`src/rtl/assert_macros.svh`:
```
`ifndef ASSERT_MACROS_SVH
`define ASSERT_MACROS_SVH

// Check a property on every rising edge outside reset
`define ASSERT_CLK(label, prop, msg) \
  label: assert property (@(posedge clk) disable iff (rst) prop) else $error(msg);

// Check a property on every rising edge, reset included
`define ASSERT_ALWAYS(label, prop, msg) \
  label: assert property (@(posedge clk) prop) else $error(msg);

`endif

```
`src/rtl/gcdisp_pkg.sv`:
```
package gcdisp_pkg;

  // Field and register widths
  localparam int unsigned W         = 16;
  localparam int unsigned SLOT_W    = 3;
  localparam int unsigned NUM_DENOM = 8;
  localparam int unsigned CFG_IDX_W = 4;
  localparam int unsigned CNT_W     = $clog2(W + 1);

  localparam int unsigned NUM_SLOTS_DEF = 8;

  // Input commands
  localparam logic CMD_LOAD     = 1'b0;
  localparam logic CMD_DISPENSE = 1'b1;

  // Sequencer states
  typedef enum logic [2:0] {
    ST_IDLE,
    ST_SLOT,
    ST_DIV,
    ST_MUL,
    ST_EMIT
  } state_t;

  // Status of a bit-serial unit
  typedef struct packed {
    logic busy;
    logic done;
  } unit_stat_t;

endpackage

```
`src/rtl/gcdisp_div.sv`:
```
`include "assert_macros.svh"

module gcdisp_div (
  input  logic                           clk,
  input  logic                           rst,
  input  logic                           start,
  input  logic [gcdisp_pkg::W-1:0]       dividend,
  input  logic [gcdisp_pkg::W-1:0]       divisor,
  output logic [gcdisp_pkg::W-1:0]       quotient,
  output logic [gcdisp_pkg::W-1:0]       remainder,
  output gcdisp_pkg::unit_stat_t         stat
);

  localparam int unsigned W = gcdisp_pkg::W;

  logic [W-1:0]                   rem;
  logic [W-1:0]                   quo;
  logic [W-1:0]                   dvs;
  logic [gcdisp_pkg::CNT_W-1:0]   cnt;
  logic                           busy;
  logic                           done;
  logic [W:0]                     shifted;
  logic                           fits;

  // One quotient bit per cycle: shift in the next dividend bit and try a subtract
  always_comb begin
    shifted = {rem, quo[W-1]};
    fits    = (shifted >= {1'b0, dvs});
  end

  always_ff @(posedge clk) begin
    if (rst) begin
      busy <= 1'b0;
      done <= 1'b0;
      cnt  <= '0;
    end else begin
      done <= 1'b0;
      if (start) begin
        busy <= 1'b1;
        cnt  <= gcdisp_pkg::CNT_W'(W);
        rem  <= '0;
        quo  <= dividend;
        dvs  <= divisor;
      end else if (busy) begin
        if (fits) begin
          rem <= W'(shifted - {1'b0, dvs});
        end else begin
          rem <= shifted[W-1:0];
        end
        quo <= {quo[W-2:0], fits};
        cnt <= cnt - 1'b1;
        if (cnt == gcdisp_pkg::CNT_W'(1)) begin
          busy <= 1'b0;
          done <= 1'b1;
        end
      end
    end
  end

  assign quotient  = quo;
  assign remainder = rem;
  assign stat.busy = busy;
  assign stat.done = done;

  `ASSERT_CLK(a_div_done_pulse, done |=> !done, "divider done held longer than one cycle")
  `ASSERT_CLK(a_div_done_idle, done |-> !busy, "divider done while still busy")
  `ASSERT_CLK(a_div_rem_below, (busy && !start) |-> (rem < dvs), "partial remainder not below divisor")

endmodule

```
`src/rtl/gcdisp_mul.sv`:
```
`include "assert_macros.svh"

module gcdisp_mul (
  input  logic                           clk,
  input  logic                           rst,
  input  logic                           start,
  input  logic [gcdisp_pkg::W-1:0]       multiplier,
  input  logic [gcdisp_pkg::W-1:0]       multiplicand,
  output logic [gcdisp_pkg::W-1:0]       product,
  output gcdisp_pkg::unit_stat_t         stat
);

  localparam int unsigned W = gcdisp_pkg::W;

  logic [W-1:0]                   acc;
  logic [W-1:0]                   mcand;
  logic [W-1:0]                   mplier;
  logic [gcdisp_pkg::CNT_W-1:0]   cnt;
  logic                           busy;
  logic                           done;

  // Shift-add, one multiplier bit per cycle, product kept modulo 2^W
  always_ff @(posedge clk) begin
    if (rst) begin
      busy <= 1'b0;
      done <= 1'b0;
      cnt  <= '0;
    end else begin
      done <= 1'b0;
      if (start) begin
        busy   <= 1'b1;
        cnt    <= gcdisp_pkg::CNT_W'(W);
        acc    <= '0;
        mcand  <= multiplicand;
        mplier <= multiplier;
      end else if (busy) begin
        if (mplier[0]) begin
          acc <= acc + mcand;
        end
        mcand  <= {mcand[W-2:0], 1'b0};
        mplier <= {1'b0, mplier[W-1:1]};
        cnt    <= cnt - 1'b1;
        if (cnt == gcdisp_pkg::CNT_W'(1)) begin
          busy <= 1'b0;
          done <= 1'b1;
        end
      end
    end
  end

  assign product   = acc;
  assign stat.busy = busy;
  assign stat.done = done;

  `ASSERT_CLK(a_mul_done_pulse, done |=> !done, "multiplier done held longer than one cycle")
  `ASSERT_CLK(a_mul_done_idle, done |-> !busy, "multiplier done while still busy")

endmodule

```
`src/rtl/greedy_change_dispenser.sv`:
```
// Load beat: taken while idle, no result beat.
// Dispense beat: per slot, a zero denomination goes straight to the result; else the
// 16-step serial divider runs, and the 16-step serial multiplier too when the stock
// does not cover the quotient and clamps; every result beat then waits for out_ready.
// One item at a time; in_ready only while idle.
// Reset (synchronous, rst high) clears denominations, stock and all control state.
`include "assert_macros.svh"

module greedy_change_dispenser #(
  parameter int unsigned NUM_SLOTS = gcdisp_pkg::NUM_SLOTS_DEF
) (
  input  logic                              clk,
  input  logic                              rst,
  input  logic                              cfg_wen,
  input  logic [gcdisp_pkg::CFG_IDX_W-1:0]  cfg_index,
  input  logic [gcdisp_pkg::W-1:0]          cfg_data,
  input  logic                              in_valid,
  output logic                              in_ready,
  input  logic                              command,
  input  logic [gcdisp_pkg::SLOT_W-1:0]     slot,
  input  logic [gcdisp_pkg::W-1:0]          value,
  output logic                              out_valid,
  input  logic                              out_ready,
  output logic [gcdisp_pkg::SLOT_W-1:0]     out_slot,
  output logic [gcdisp_pkg::W-1:0]          units_given,
  output logic [gcdisp_pkg::W-1:0]          stock_left,
  output logic [gcdisp_pkg::W-1:0]          amount_left,
  output logic                              last
);

  localparam int unsigned W      = gcdisp_pkg::W;
  localparam int unsigned SLOT_W = gcdisp_pkg::SLOT_W;
  localparam int unsigned IDX_W  = (NUM_SLOTS > 1) ? $clog2(NUM_SLOTS) : 1;

  gcdisp_pkg::state_t     state;
  gcdisp_pkg::state_t     state_next;

  logic [W-1:0]           denom [gcdisp_pkg::NUM_DENOM];
  logic [W-1:0]           stock [NUM_SLOTS];
  logic [W-1:0]           amount;
  logic [SLOT_W-1:0]      cur;
  logic [IDX_W-1:0]       cur_idx;
  logic [W-1:0]           denom_cur;
  logic [W-1:0]           stock_cur;
  logic                   cur_last;
  logic                   load_ok;

  logic                   div_start;
  logic                   mul_start;
  logic [W-1:0]           div_q;
  logic [W-1:0]           div_r;
  logic [W-1:0]           mul_p;
  gcdisp_pkg::unit_stat_t div_stat;
  gcdisp_pkg::unit_stat_t mul_stat;

  // Current slot lookups
  always_comb begin
    cur_idx   = cur[IDX_W-1:0];
    denom_cur = denom[cur];
    stock_cur = stock[cur_idx];
    cur_last  = (cur == SLOT_W'(NUM_SLOTS - 1));
    load_ok   = ({1'b0, slot} < (SLOT_W + 1)'(NUM_SLOTS));
  end

  // Denomination registers
  always_ff @(posedge clk) begin
    if (rst) begin
      for (int i = 0; i < gcdisp_pkg::NUM_DENOM; i++) begin
        denom[i] <= '0;
      end
    end else if (cfg_wen && (cfg_index < gcdisp_pkg::CFG_IDX_W'(gcdisp_pkg::NUM_DENOM))) begin
      denom[cfg_index[SLOT_W-1:0]] <= cfg_data;
    end
  end

  // State register
  always_ff @(posedge clk) begin
    if (rst) begin
      state <= gcdisp_pkg::ST_IDLE;
    end else begin
      state <= state_next;
    end
  end

  // Next state and handshake outputs
  always_comb begin
    state_next = state;
    in_ready   = 1'b0;
    out_valid  = 1'b0;
    div_start  = 1'b0;
    mul_start  = 1'b0;
    unique case (state)
      gcdisp_pkg::ST_IDLE: begin
        in_ready = 1'b1;
        if (in_valid && (command == gcdisp_pkg::CMD_DISPENSE)) begin
          state_next = gcdisp_pkg::ST_SLOT;
        end
      end
      gcdisp_pkg::ST_SLOT: begin
        if (denom_cur == '0) begin
          state_next = gcdisp_pkg::ST_EMIT;
        end else begin
          div_start  = 1'b1;
          state_next = gcdisp_pkg::ST_DIV;
        end
      end
      gcdisp_pkg::ST_DIV: begin
        if (div_stat.done) begin
          if (div_q > stock_cur) begin
            mul_start  = 1'b1;
            state_next = gcdisp_pkg::ST_MUL;
          end else begin
            state_next = gcdisp_pkg::ST_EMIT;
          end
        end
      end
      gcdisp_pkg::ST_MUL: begin
        if (mul_stat.done) begin
          state_next = gcdisp_pkg::ST_EMIT;
        end
      end
      gcdisp_pkg::ST_EMIT: begin
        out_valid = 1'b1;
        if (out_ready) begin
          state_next = cur_last ? gcdisp_pkg::ST_IDLE : gcdisp_pkg::ST_SLOT;
        end
      end
      default: begin
        state_next = gcdisp_pkg::ST_IDLE;
      end
    endcase
  end

  // Slot pointer and stock table
  always_ff @(posedge clk) begin
    if (rst) begin
      cur <= '0;
      for (int i = 0; i < NUM_SLOTS; i++) begin
        stock[i] <= '0;
      end
    end else begin
      if ((state == gcdisp_pkg::ST_IDLE) && in_valid) begin
        if (command == gcdisp_pkg::CMD_DISPENSE) begin
          cur <= '0;
        end else if (load_ok) begin
          stock[slot[IDX_W-1:0]] <= value;
        end
      end
      if ((state == gcdisp_pkg::ST_DIV) && div_stat.done) begin
        if (div_q > stock_cur) begin
          stock[cur_idx] <= '0;
        end else begin
          stock[cur_idx] <= stock_cur - div_q;
        end
      end
      if ((state == gcdisp_pkg::ST_EMIT) && out_ready && !cur_last) begin
        cur <= cur + 1'b1;
      end
    end
  end

  // Unpaid amount and result register
  always_ff @(posedge clk) begin
    if ((state == gcdisp_pkg::ST_IDLE) && in_valid && (command == gcdisp_pkg::CMD_DISPENSE)) begin
      amount <= value;
    end
    if ((state == gcdisp_pkg::ST_SLOT) && (denom_cur == '0)) begin
      units_given <= '0;
      stock_left  <= stock_cur;
      amount_left <= amount;
    end
    if ((state == gcdisp_pkg::ST_DIV) && div_stat.done) begin
      if (div_q > stock_cur) begin
        units_given <= stock_cur;
        stock_left  <= '0;
      end else begin
        units_given <= div_q;
        stock_left  <= stock_cur - div_q;
        amount      <= div_r;
        amount_left <= div_r;
      end
    end
    if ((state == gcdisp_pkg::ST_MUL) && mul_stat.done) begin
      amount      <= amount - mul_p;
      amount_left <= amount - mul_p;
    end
  end

  assign out_slot = cur;
  assign last     = cur_last;

  gcdisp_div u_div (
    .clk       (clk),
    .rst       (rst),
    .start     (div_start),
    .dividend  (amount),
    .divisor   (denom_cur),
    .quotient  (div_q),
    .remainder (div_r),
    .stat      (div_stat)
  );

  gcdisp_mul u_mul (
    .clk          (clk),
    .rst          (rst),
    .start        (mul_start),
    .multiplier   (stock_cur),
    .multiplicand (denom_cur),
    .product      (mul_p),
    .stat         (mul_stat)
  );

  `ASSERT_CLK(a_ready_xor_valid, !(in_ready && out_valid), "input and output open together")
  `ASSERT_CLK(a_last_slot, (out_valid && last) |-> (out_slot == SLOT_W'(NUM_SLOTS - 1)), "last flag on wrong slot")
  `ASSERT_CLK(a_back_to_idle, (out_valid && out_ready && last) |=> in_ready, "no return to idle after final beat")
  `ASSERT_CLK(a_units_bound, out_valid |-> (units_given <= (units_given + stock_left)), "units exceed stock")

endmodule

```
`config.mk`:
```
export PLATFORM = sky130hd
export DESIGN_NAME = greedy_change_dispenser
export DESIGN_NICKNAME = d
export VERILOG_FILES = /design/src/rtl/gcdisp_pkg.sv /design/src/rtl/gcdisp_div.sv /design/src/rtl/gcdisp_mul.sv /design/src/rtl/greedy_change_dispenser.sv
export VERILOG_INCLUDE_DIRS = /design/src /design/src/rtl
export SDC_FILE = /design/constraint.sdc
export NUM_CORES = 1
export LEC_CHECK = 0
export BUFFER_PORTS_ARGS = -buffer_cell sky130_fd_sc_hd__buf_4
export CAP_MARGIN = 10
export CORE_MARGIN = 5
export CORE_UTILIZATION = 56
export CTS_CLUSTER_DIAMETER = 100
export DETAILED_ROUTE_END_ITERATION = 8
export HOLD_SLACK_MARGIN = 0.05
export PLACE_DENSITY_LB_ADDON = 0.05
export SLEW_MARGIN = 20
export SYNTH_ARGS = -nofsm -noshare
export SYNTH_HDL_FRONTEND = slang
export SYNTH_SLANG_ARGS = --single-unit
```
`constraint.sdc`:
```
create_clock -name clk -period 5.7 [get_ports clk]
set_input_delay 0.57 -clock clk [delete_from_list [all_inputs] [get_ports clk]]
set_output_delay 0.57 -clock clk [all_outputs]
set_load 0.005 [all_outputs]
```
==> impl_metrics.env, run 1 <==
export IMPL_clkLatencyLatePin_ns=0.58
export IMPL_initial_core_util=0.565
export IMPL_power_mw=8.48
export IMPL_post_route_period_util=0.855
export IMPL_finalHoldViolations=0
export IMPL_antenna_found_initial=0
export IMPL_cp_max_fo=32
export IMPL_crit_arrival_ns=5.16
export IMPL_place_congestion=0.972
export IMPL_drc=0
export IMPL_min_path_type="input pin to register"
export IMPL_drt_wl_total_um=58400
export IMPL_vias=15300
export IMPL_max_slew_margin=0.279
export IMPL_fmax_ghz=0.205
export IMPL_syn_avg_cell_area_um2=11.7
export IMPL_std_cell_rows=73
export IMPL_tns_ns=0
export IMPL_critPathKind="register to register"
export IMPL_cts_hold_buf=0
export IMPL_die_area_mm2=0.0440
export IMPL_status="finished clean"
export IMPL_p_leak_nw=9.50
export IMPL_ys_types=70
export IMPL_cts_reportedPaths_clkPinSlew_ns=0.06
export IMPL_final_core_util=0.638
export IMPL_grt_max_degree=60
export IMPL_postSynthCellCount=1907
export IMPL_critPathRequiredTime_ns=5.99
export IMPL_placed_cells=2487
export IMPL_critPathTopFamily="compound AO/OA/AOI/OAI gates"
export IMPL_maxCapViolCount=0
export IMPL_design_area_mm2=0.0252
export IMPL_worst_clock_skew_ns=0.0137
export IMPL_synth_largest_area_cell="edfxtp_1"
export IMPL_firstDrtPassIters=5
export IMPL_clock_path_buffers=3
export IMPL_grt_pass1_wl_um=89800
export IMPL_setup_ws_ns=0.827
export IMPL_first_iter_violations=1280
export IMPL_ys_flop_type="edfxtp_1"
export IMPL_place_ws_ns=0.971
export IMPL_yosysMostFrequentCell="edfxtp_1"
export IMPL_final_antenna_net_count=0
export IMPL_ys_top_cells_by_area="edfxtp_1 52%, mux4_2 6.1%, dfxtp_1 4.9%"
export IMPL_place_area_mm2=0.0237
export IMPL_layout_cells_non_filler=2573
export IMPL_synth_sequential_area_ratio=0.566
export IMPL_wl_per_cell_um=22.7
export IMPL_worstMarginPinSlew_ns=1.08
export IMPL_drive_above_1_share=0.167
export IMPL_n_antenna_cell=0
export IMPL_setup_viol=0
export IMPL_cp_start_kind="register"
export IMPL_grt_usage=0.265
export IMPL_worst_setup_path_end_kind="register"
export IMPL_io_buffers=98
export IMPL_rsz0062_at_grt="no"
export IMPL_die_y_um=210
export IMPL_fin_hold_ws_ns=0.307
export IMPL_syn_area_mm2=0.0223
export IMPL_ys_top_cells_by_count="384 x edfxtp_1, 272 x nor2_1, 164 x nand2_1"
export IMPL_cts_buffers=46
export IMPL_max_vdd_ir_drop_mv=0.260
export IMPL_cts_max_level=2
export IMPL_nFillCells=3118
export IMPL_power_density_mw_per_mm2=336
export IMPL_synth_net_count=2024
export IMPL_critical_path_max_stage_delay_ns=0.83
export IMPL_synth_edf_count=384
export IMPL_die_width_um=210
export IMPL_cts_sinks=439
export IMPL_yosysWarnings=0
export IMPL_grt_pass1_vias=15300
export IMPL_async_flop_share=0
export IMPL_fin_nets=2129
export IMPL_period_minus_slack_ns=4.87
export IMPL_coreArea_mm2=0.0395
export IMPL_root_buffer="clkbuf_16"
export IMPL_netlist_area_leader_share=0.516
export IMPL_synth_seq_cells=439
export IMPL_critPathBufInv=1
export IMPL_cts_tree="done"
export IMPL_post_cts_buffers=0
export IMPL_grt_overflow=0
export IMPL_crit_chain="mux4_2 > mux2i_1 > inv_1 > ha_1 > nor2b_1 > o31a_1 > o21ai_0 > nand3_1 > a41oi_1 > xnor2_1 > a22oi_1 > nor2_1"
export IMPL_viasPerCell=5.93
export IMPL_crit_slowest_cell="a22oi_1"
export IMPL_place_hpwl_um=40400
export IMPL_report_final_slew_viol_count=0
export IMPL_io_pins=99
export IMPL_cts_resized=0
export IMPL_area_growth_pct=12.9
## per-layer routing
metal  up-vias  wire length, um  GRT usage
met4         0             1630     0.0794
met2       553            27900      0.436
met1      7455            24700      0.371
met5         -                0          0
met3       106             4160     0.0377
li1       7139                -          -
## worst paths after layout
path / start / depth (start not counted) / slack [ns] / endpoint
worst min-delay path: rst / 2 / 0.31 / register
worst min register to register: u_mul.mplier[7] / 2 / 0.52 / u_mul.mplier[6]
worst max-delay path: register / 12 / 0.83 / stock[0][13]
worst max register to register: register / 12 / 0.83 / stock[0][13]
## area by class of cell
| cell class | count | area [um2] | area share |
|---|---|---|---|
| clock buffer | 65 | 1250 | 0.0497 |
| sequential | 439 | 12600 | 0.501 |
| tap | 525 | 657 | 0.0260 |
| multi-input combinational | 1308 | 9090 | 0.360 |
| timing repair buffer | 146 | 1100 | 0.0438 |
| inverter | 71 | 267 | 0.0106 |
| clock inverter | 19 | 208 | 0.00824 |
## flip-flops by register name (all words and copies together) (netlist names), named ones only
name / cells
u_div.cnt: 5
u_mul.done: 1
u_mul.cnt: 5
out_slot: 3
u_div.busy: 1
u_div.remainder: 16
u_div.done: 1
amount: 16
denom: 128
state: 3
u_div.dvs: 16
u_mul.mcand: 16
u_mul.busy: 1
stock_left: 16
u_mul.product: 16
u_div.quotient: 16
u_mul.mplier: 16
units_given: 16
amount_left: 16
stock: 128
## power by group
part | internal [mW] | switching (mW) | total (mW)
registers | 3.77 | 0.205 | 3.97
logic | 0.644 | 0.914 | 1.56
clock network | 1.71 | 1.23 | 2.95
## layout by cell type, fill, tap and decap left out, types with 7 or more instances in the layout
master     Yosys  routed
nor2_1       272     268
edfxtp_1     384     384
clkbuf_1      65      17
clkbuf_16      0      47
o31ai_1        8       8
and3_1        31      31
dfxtp_1       55      52
o22ai_1        9       9
mux2i_1       11      11
o21a_1        13      13
nor3b_1        8       8
nand2b_1      23      21
or3_1          8       8
and2_1       134     134
xor2_1        18      18
inv_1         71      71
mux2_2        45      45
mux4_2        60      60
ha_1          68      68
a211oi_1      27      27
nand3_1       28      28
clkinv_1       0      10
o21ai_0       72      72
nor2b_1       23      23
a21oi_1       73      72
buf_4          0     144
nand3b_1      14      14
xnor2_1       36      36
a21o_1        18      18
nand2_1      164     164
nor3_1        41      40
o211ai_1       7       7
nand4_1        7       7
or2_2         12      12
## cell families after synthesis
family	synth area share
adder cells (fa/ha/maj)	0.0417
AO/OA/AOI/OAI	0.0771
flip-flops	0.566
XOR/XNOR	0.0212
buffers and inverters	0.0294
multiplexers	0.0942
AND/OR/NAND/NOR	0.171
Note: power is estimated with default switching activity, not from simulation.
==> inputs of run 2 (changes only) <==
--- a/config.mk
+++ b/config.mk
@@ -6,6 +6,7 @@
 export SDC_FILE = /design/constraint.sdc
 export NUM_CORES = 1
 export LEC_CHECK = 0
+export ABC_AREA = 1
 export BUFFER_PORTS_ARGS = -buffer_cell sky130_fd_sc_hd__buf_4
 export CAP_MARGIN = 10
 export CORE_MARGIN = 5
==> constraint.sdc (replaced) <==
create_clock -name clk -period 5.7 [get_ports clk]
set_input_delay 0 -clock clk [delete_from_list [all_inputs] [get_ports clk]]
set_output_delay 0 -clock clk [all_outputs]
set_load 0.005 [all_outputs]
==> impl_metrics.env, run 2 <==
export IMPL_netlist_area_leader_share=0.511
export IMPL_synth_seq_cells=439
export IMPL_grt_pass1_vias=17300
export IMPL_postSynthCellCount=2532
export IMPL_ys_flop_type="edfxtp_1"
export IMPL_maxCapViolCount=0
export IMPL_ys_types=48
export IMPL_status="finished clean"
export IMPL_worstMarginPinSlew_ns=0.988
export IMPL_synth_net_count=2649
export IMPL_area_growth_pct=13.0
export IMPL_power_density_mw_per_mm2=330
export IMPL_ys_top_cells_by_area="edfxtp_1 51%, nand2_1 9.8%, nor2_1 6.6%"
export IMPL_drt_wl_total_um=65600
export IMPL_critPathTopFamily="buffers and inverters"
export IMPL_tns_ns=0
export IMPL_setup_ws_ns=1.17
export IMPL_die_width_um=211
export IMPL_vias=18400
export IMPL_clock_path_buffers=3
export IMPL_io_pins=99
export IMPL_grt_pass1_wl_um=99300
export IMPL_setup_viol=0
export IMPL_async_flop_share=0
export IMPL_crit_slowest_cell="fa_1"
export IMPL_syn_area_mm2=0.0226
export IMPL_place_congestion=0.966
export IMPL_min_path_type="input pin to register"
export IMPL_cp_start_kind="register"
export IMPL_crit_path_frequent_cell="nand2_1"
export IMPL_placed_cells=3085
export IMPL_grt_max_degree=85
export IMPL_cts_max_level=2
export IMPL_synth_largest_area_cell="edfxtp_1"
export IMPL_die_y_um=211
export IMPL_viasPerCell=5.75
export IMPL_first_iter_violations=1980
export IMPL_std_cell_rows=73
export IMPL_die_area_mm2=0.0444
export IMPL_final_antenna_net_count=0
export IMPL_grt_overflow=0
export IMPL_cts_tree="done"
export IMPL_worst_setup_path_end_kind="register"
export IMPL_syn_avg_cell_area_um2=8.92
export IMPL_initial_core_util=0.567
export IMPL_report_final_slew_viol_count=0
export IMPL_ys_top_cells_by_count="592 x nand2_1, 395 x nor2_1, 384 x edfxtp_1"
export IMPL_seqCellArea_mm2=0.0126
export IMPL_root_buffer="clkbuf_16"
export IMPL_layout_common_cells="591 x nand2_1, 394 x nor2_1, 384 x edfxtp_1"
export IMPL_critPathRequiredTime_ns=6.03
export IMPL_cts_buffers=46
export IMPL_coreArea_mm2=0.0398
export IMPL_cts_reportedPaths_clkPinSlew_ns=0.06
export IMPL_place_hpwl_um=43500
export IMPL_nFillCells=3347
export IMPL_max_vdd_ir_drop_mv=0.236
export IMPL_synth_sequential_area_ratio=0.559
export IMPL_layout_commonest_cell="nand2_1"
export IMPL_drc=0
export IMPL_fmax_ghz=0.221
export IMPL_critPathKind="register to register"
export IMPL_crit_chain="clkinv_2 > buf_4 > o21ai_0 > o22ai_1 > nand2_1 > nand2_1 > fa_1 > nand3_1 > nand2_1 > nand2_1 > nand2_1 > nand3b_1 > nand2_1 > nand2_1 > buf_4 > inv_1 > buf_4 > a22o_1"
export IMPL_critPathBufInv=5
export IMPL_clkLatencyLatePin_ns=0.59
export IMPL_cts_sinks=439
export IMPL_grt_usage=0.288
export IMPL_critical_path_max_stage_delay_ns=0.52
export IMPL_place_ws_ns=0.866
export IMPL_worst_clock_skew_ns=0.0183
export IMPL_finalHoldViolations=0
export IMPL_io_buffers=98
export IMPL_yosysMostFrequentCell="nand2_1"
export IMPL_post_cts_buffers=0
export IMPL_fin_nets=2761
export IMPL_multi_input_area_mm2=0.00835
export IMPL_wl_per_cell_um=20.4
export IMPL_p_leak_nw=11.2
export IMPL_cts_resized=0
export IMPL_yosysWarnings=0
export IMPL_antenna_found_initial=1
export IMPL_post_route_period_util=0.794
export IMPL_firstDrtPassIters=7
export IMPL_drive_above_1_share=0.0940
export IMPL_fin_hold_ws_ns=0.124
export IMPL_synth_edf_count=384
export IMPL_rsz0062_at_grt="no"
export IMPL_period_minus_slack_ns=4.53
export IMPL_cp_max_fo=53
export IMPL_crit_arrival_ns=4.85
export IMPL_largestRegisters="denom x128, stock x128"
export IMPL_max_slew_margin=0.340
export IMPL_layout_cells_non_filler=3208
==> run 2: cell types whose count changed in the layout (fill, tap and decap cells not counted), sizes merged, moves of 64 or more <==
cell   change
inv      +221
nand3    +124
nor2     +129
mux4      -64
o21ai    +123
nand2    +443
and2     -133
==> run 2: path summary, 6_finish.rpt <==
path | start | slack, ns | endpoint | depth (start not counted)
max | register | 1.17 | stock_left[12] | 18
min | cfg_index[2] | 0.12 | denom[6][5] | 6
max reg2reg | register | 1.17 | stock_left[12] | 18
min reg2reg | u_div.cnt[2] | 0.48 | u_div.cnt[2] | 2
==> run 2: cells by family (layout without fill, tap and decap cells) <==
group           count (synthesis)  count (layout)  share of synthesized area
buf+inv                       395             545                     0.0716
compound gates                396             396                     0.0993
xor+xnor                       39              39                     0.0151
simple gates                 1188            1188                      0.212
fa+ha+maj                      72              72                     0.0412
mux                             3               3                    0.00150
other cells                     0               1                          0
flops                         439             439                      0.559
==> run 2: repair_timing <==
action	4_1_cts	5_1_grt
hold endpoints to repair	242	0
endpoints found under the setup margin	0	0
hold buffers	36	0
==> run 2: where the power goes <==
part           total (mW)  internal, mW  switching (mW)
clock                2.88          1.60            1.28
combinational        1.58         0.525            1.06
sequential           3.95          3.77           0.175
==> run 2: routing by layer <==
metal	track usage	wire length, um
met2	0.459	30300
met5	0	19
met1	0.404	27400
met4	0.104	2310
met3	0.0459	5570
==> run 2: final cells by class <==
type | count | share of cell area
Multi-Input combinational cell | 1698 | 0.327
Clock inverter | 26 | 0.00682
Inverter | 293 | 0.0432
Timing Repair Buffer | 166 | 0.0524
Antenna cell | 1 | 0.0000981
Sequential cell | 439 | 0.495
Tap cell | 525 | 0.0257
Clock buffer | 60 | 0.0492
==> run 2: stage by stage <==
stage / util / power [mW] / instance area (um2)
6_report: 0.641 / 8.41 / 25500
5_1_grt: 0.641 / 8.74 / 25500
4_1_cts: 0.641 / 8.40 / 25500
3_5_place_dp: 0.596 / 5.53 / 23700
3_3_place_gp: 0.596 / 5.51 / 23700
2_1_floorplan: - / 5.05 / 22600
==> run 2: worst register-to-register path, stage by stage, from the launching register on <==
cell	delay, ns
dfxtp_4	0.35
clkinv_2	0.42
buf_4	0.41
o21ai_0	0.16
o22ai_1	0.09
nand2_1	0.10
nand2_1	0.21
fa_1	0.52
nand3_1	0.10
nand2_1	0.08
nand2_1	0.08
nand2_1	0.09
nand3b_1	0.10
nand2_1	0.08
nand2_1	0.10
buf_4	0.48
inv_1	0.35
buf_4	0.32
a22o_1	0.24
==> inputs of run 3 (changes only) <==
--- a/config.mk
+++ b/config.mk
@@ -10,7 +10,7 @@
 export BUFFER_PORTS_ARGS = -buffer_cell sky130_fd_sc_hd__buf_4
 export CAP_MARGIN = 10
 export CORE_MARGIN = 5
-export CORE_UTILIZATION = 56
+export CORE_UTILIZATION = 60
 export CTS_CLUSTER_DIAMETER = 100
 export DETAILED_ROUTE_END_ITERATION = 8
 export HOLD_SLACK_MARGIN = 0.05
==> constraint.sdc (replaced) <==
create_clock -name clk -period 4.7 [get_ports clk]
set_input_delay 0 -clock clk [delete_from_list [all_inputs] [get_ports clk]]
set_output_delay 0 -clock clk [all_outputs]
set_load 0.005 [all_outputs]
==> impl_metrics.env, run 3 (synthesis results as in run 2) <==
export IMPL_initial_core_util=0.604
export IMPL_maxCapViolCount=0
export IMPL_final_core_util=0.686
export IMPL_cp_start_kind="register"
export IMPL_crit_arrival_ns=4.64
export IMPL_cts_buffers=47
export IMPL_max_vdd_ir_drop_mv=0.349
export IMPL_gr_usage_met2=0.493
export IMPL_std_cell_rows=71
export IMPL_rrSetupSlack_ns=0.37
export IMPL_grt_pass1_wl_um=99300
export IMPL_die_area_mm2=0.0416
export IMPL_viasPerCell=5.69
export IMPL_io_buffers=98
export IMPL_worst_setup_path_end_kind="register"
export IMPL_layout_common_cells="591 x nand2_1, 395 x nor2_1, 384 x edfxtp_1"
export IMPL_drt_wl_total_um=65000
export IMPL_grt_use_met3=0.0546
export IMPL_die_width_um=204
export IMPL_p_leak_nw=11.3
export IMPL_hold_depth=6
export IMPL_min_path_type="input pin to register"
export IMPL_n_antenna_cell=0
export IMPL_coreArea_mm2=0.0374
export IMPL_finalHoldViolations=0
export IMPL_cts_tree="done"
export IMPL_cts_sinks=439
export IMPL_placed_cells=3086
export IMPL_drive_above_1_share=0.0963
export IMPL_setup_viol=0
export IMPL_clkLatencyLatePin_ns=0.60
export IMPL_critPathBufInv=3
export IMPL_place_hpwl_um=43500
export IMPL_post_route_period_util=0.921
export IMPL_critPathRequiredTime_ns=5.01
export IMPL_final_antenna_net_count=0
export IMPL_grt_busiest_layer="met2"
export IMPL_period_minus_slack_ns=4.33
export IMPL_cp_max_fo=29
export IMPL_antenna_found_initial=1
export IMPL_crit_chain="clkinv_2 > buf_4 > o21ai_0 > o22ai_1 > nand2_1 > nand2_1 > ha_1 > nand2_1 > nand2_1 > a31oi_1 > nor2_1 > nor2_1 > nand2_1 > nand2_1 > nor2_1 > buf_4 > a22oi_1 > nor2_1"
export IMPL_worstMarginPinSlew_ns=1.03
export IMPL_status="finished clean"
export IMPL_power_mw=10.2
export IMPL_cp_num_cells=18
export IMPL_wl_per_cell_um=20.2
export IMPL_post_cts_buffers=0
export IMPL_nFillCells=2981
export IMPL_first_iter_violations=1930
export IMPL_fmax_ghz=0.231
export IMPL_worst_clock_skew_ns=0.0236
export IMPL_netSwitchingPower_mw=3.04
export IMPL_critPathTopFamily="compound AO/OA/AOI/OAI gates"
export IMPL_seqPwrFrac=0.470
export IMPL_swShare=0.298
export IMPL_cts_max_level=2
export IMPL_tns_ns=0
export IMPL_area_growth_pct=13.6
export IMPL_reg2regPathDepth=18
export IMPL_combPwrFrac=0.188
export IMPL_grt_pass1_vias=17500
export IMPL_grt_max_degree=65
export IMPL_rsz0062_at_grt="no"
export IMPL_cp_endpoint="stock[2][9]"
export IMPL_cts_reportedPaths_clkPinSlew_ns=0.06
export IMPL_root_buffer="clkbuf_16"
export IMPL_clock_path_buffers=3
export IMPL_fin_hold_ws_ns=0.0963
export IMPL_max_slew_margin=0.310
export IMPL_place_congestion=0.972
export IMPL_p_clk_frac=0.342
export IMPL_met1_usage=0.432
export IMPL_power_internal_mw=7.17
export IMPL_fin_nets=2784
export IMPL_grt_usage=0.309
export IMPL_critical_path_max_stage_delay_ns=0.65
export IMPL_io_pins=99
export IMPL_vias=18300
export IMPL_critPathKind="register to register"
export IMPL_layout_cells_non_filler=3211
export IMPL_die_y_um=204
export IMPL_grt_overflow=0
export IMPL_largestRegisters="denom x128, stock x128"
export IMPL_firstDrtPassIters=5
export IMPL_crit_slowest_cell="a22oi_1"
export IMPL_rr_endpoint="stock[2][9]"
export IMPL_crit_path_frequent_cell="nand2_1"
export IMPL_layout_commonest_cell="nand2_1"
export IMPL_drc=0
export IMPL_power_density_mw_per_mm2=398
export IMPL_report_final_slew_viol_count=0
==> run 3: cell count changes in the layout (fill, tap and decap cells not counted), moves of 2 or more <==
cell / change
buf_4: +15
clkbuf_1: +6
clkbuf_8: -3
clkinv_1: -4
clkinv_2: -4
clkinv_8: -2
dlygate4sd3_1: +7
==> run 3: power groups by stage <==
stage | Combinational, mW | Sequential, mW | Clock, mW
after floorplan | 1.36 | 4.76 | 0
after global placement | 1.81 | 4.86 | 0
after detailed placement | 1.83 | 4.87 | 0
after CTS | 1.88 | 4.79 | 3.52
after global routing | 2.12 | 4.81 | 3.67
final | 1.91 | 4.80 | 3.49
==> run 3: worst min-delay path by stage <==
stage / startpoint / end / slack (ns)
2_1_floorplan: rst / u_div.done / 0.21
3_3_place_gp: rst / state[0] / 0.34
3_5_place_dp: rst / state[1] / 0.35
4_1_cts: cfg_index[2] / denom[7][8] / 0.06
5_1_grt: cfg_index[2] / denom[3][0] / 0.12
6_report: cfg_index[2] / denom[7][11] / 0.1
==> run 3: worst min-delay path: stages <==
cell,delay (ns)
buf_4,0.10
nand2_1,0.04
inv_1,0.06
nand2_1,0.05
buf_4,0.21
nor2_1,0.10
==> run 3: routing by layer <==
metal | up-vias | part of all wire
met5 | - | 0.00020
met4 | 2 | 0.033
met3 | 138 | 0.097
met1 | 8545 | 0.41
li1 | 8674 | -
met2 | 910 | 0.46
==> run 3: metrics by stage <==
stage	cell area (um2)	setup WS, ns
2_1_floorplan	22600	0.0324
3_3_place_gp	23800	0.645
3_5_place_dp	23800	0.514
4_1_cts	25700	0.494
5_1_grt	25700	0.0538
6_report	25700	0.373
==> run 3: cell type report <==
class	instances	area, um2	share of cell area
multi-input combinational	1698	8350	0.325
clock buffer	64	1260	0.0491
inverter	293	1100	0.0429
tap	511	639	0.0249
timing repair buffer	188	1520	0.0592
clock inverter	18	160	0.00624
sequential	439	12600	0.492
==> run 3: what timing repair did <==
action,4_1_cts,5_1_grt
hold buffers,43,0
endpoints found under the hold margin,242,0
resized for setup,0,0
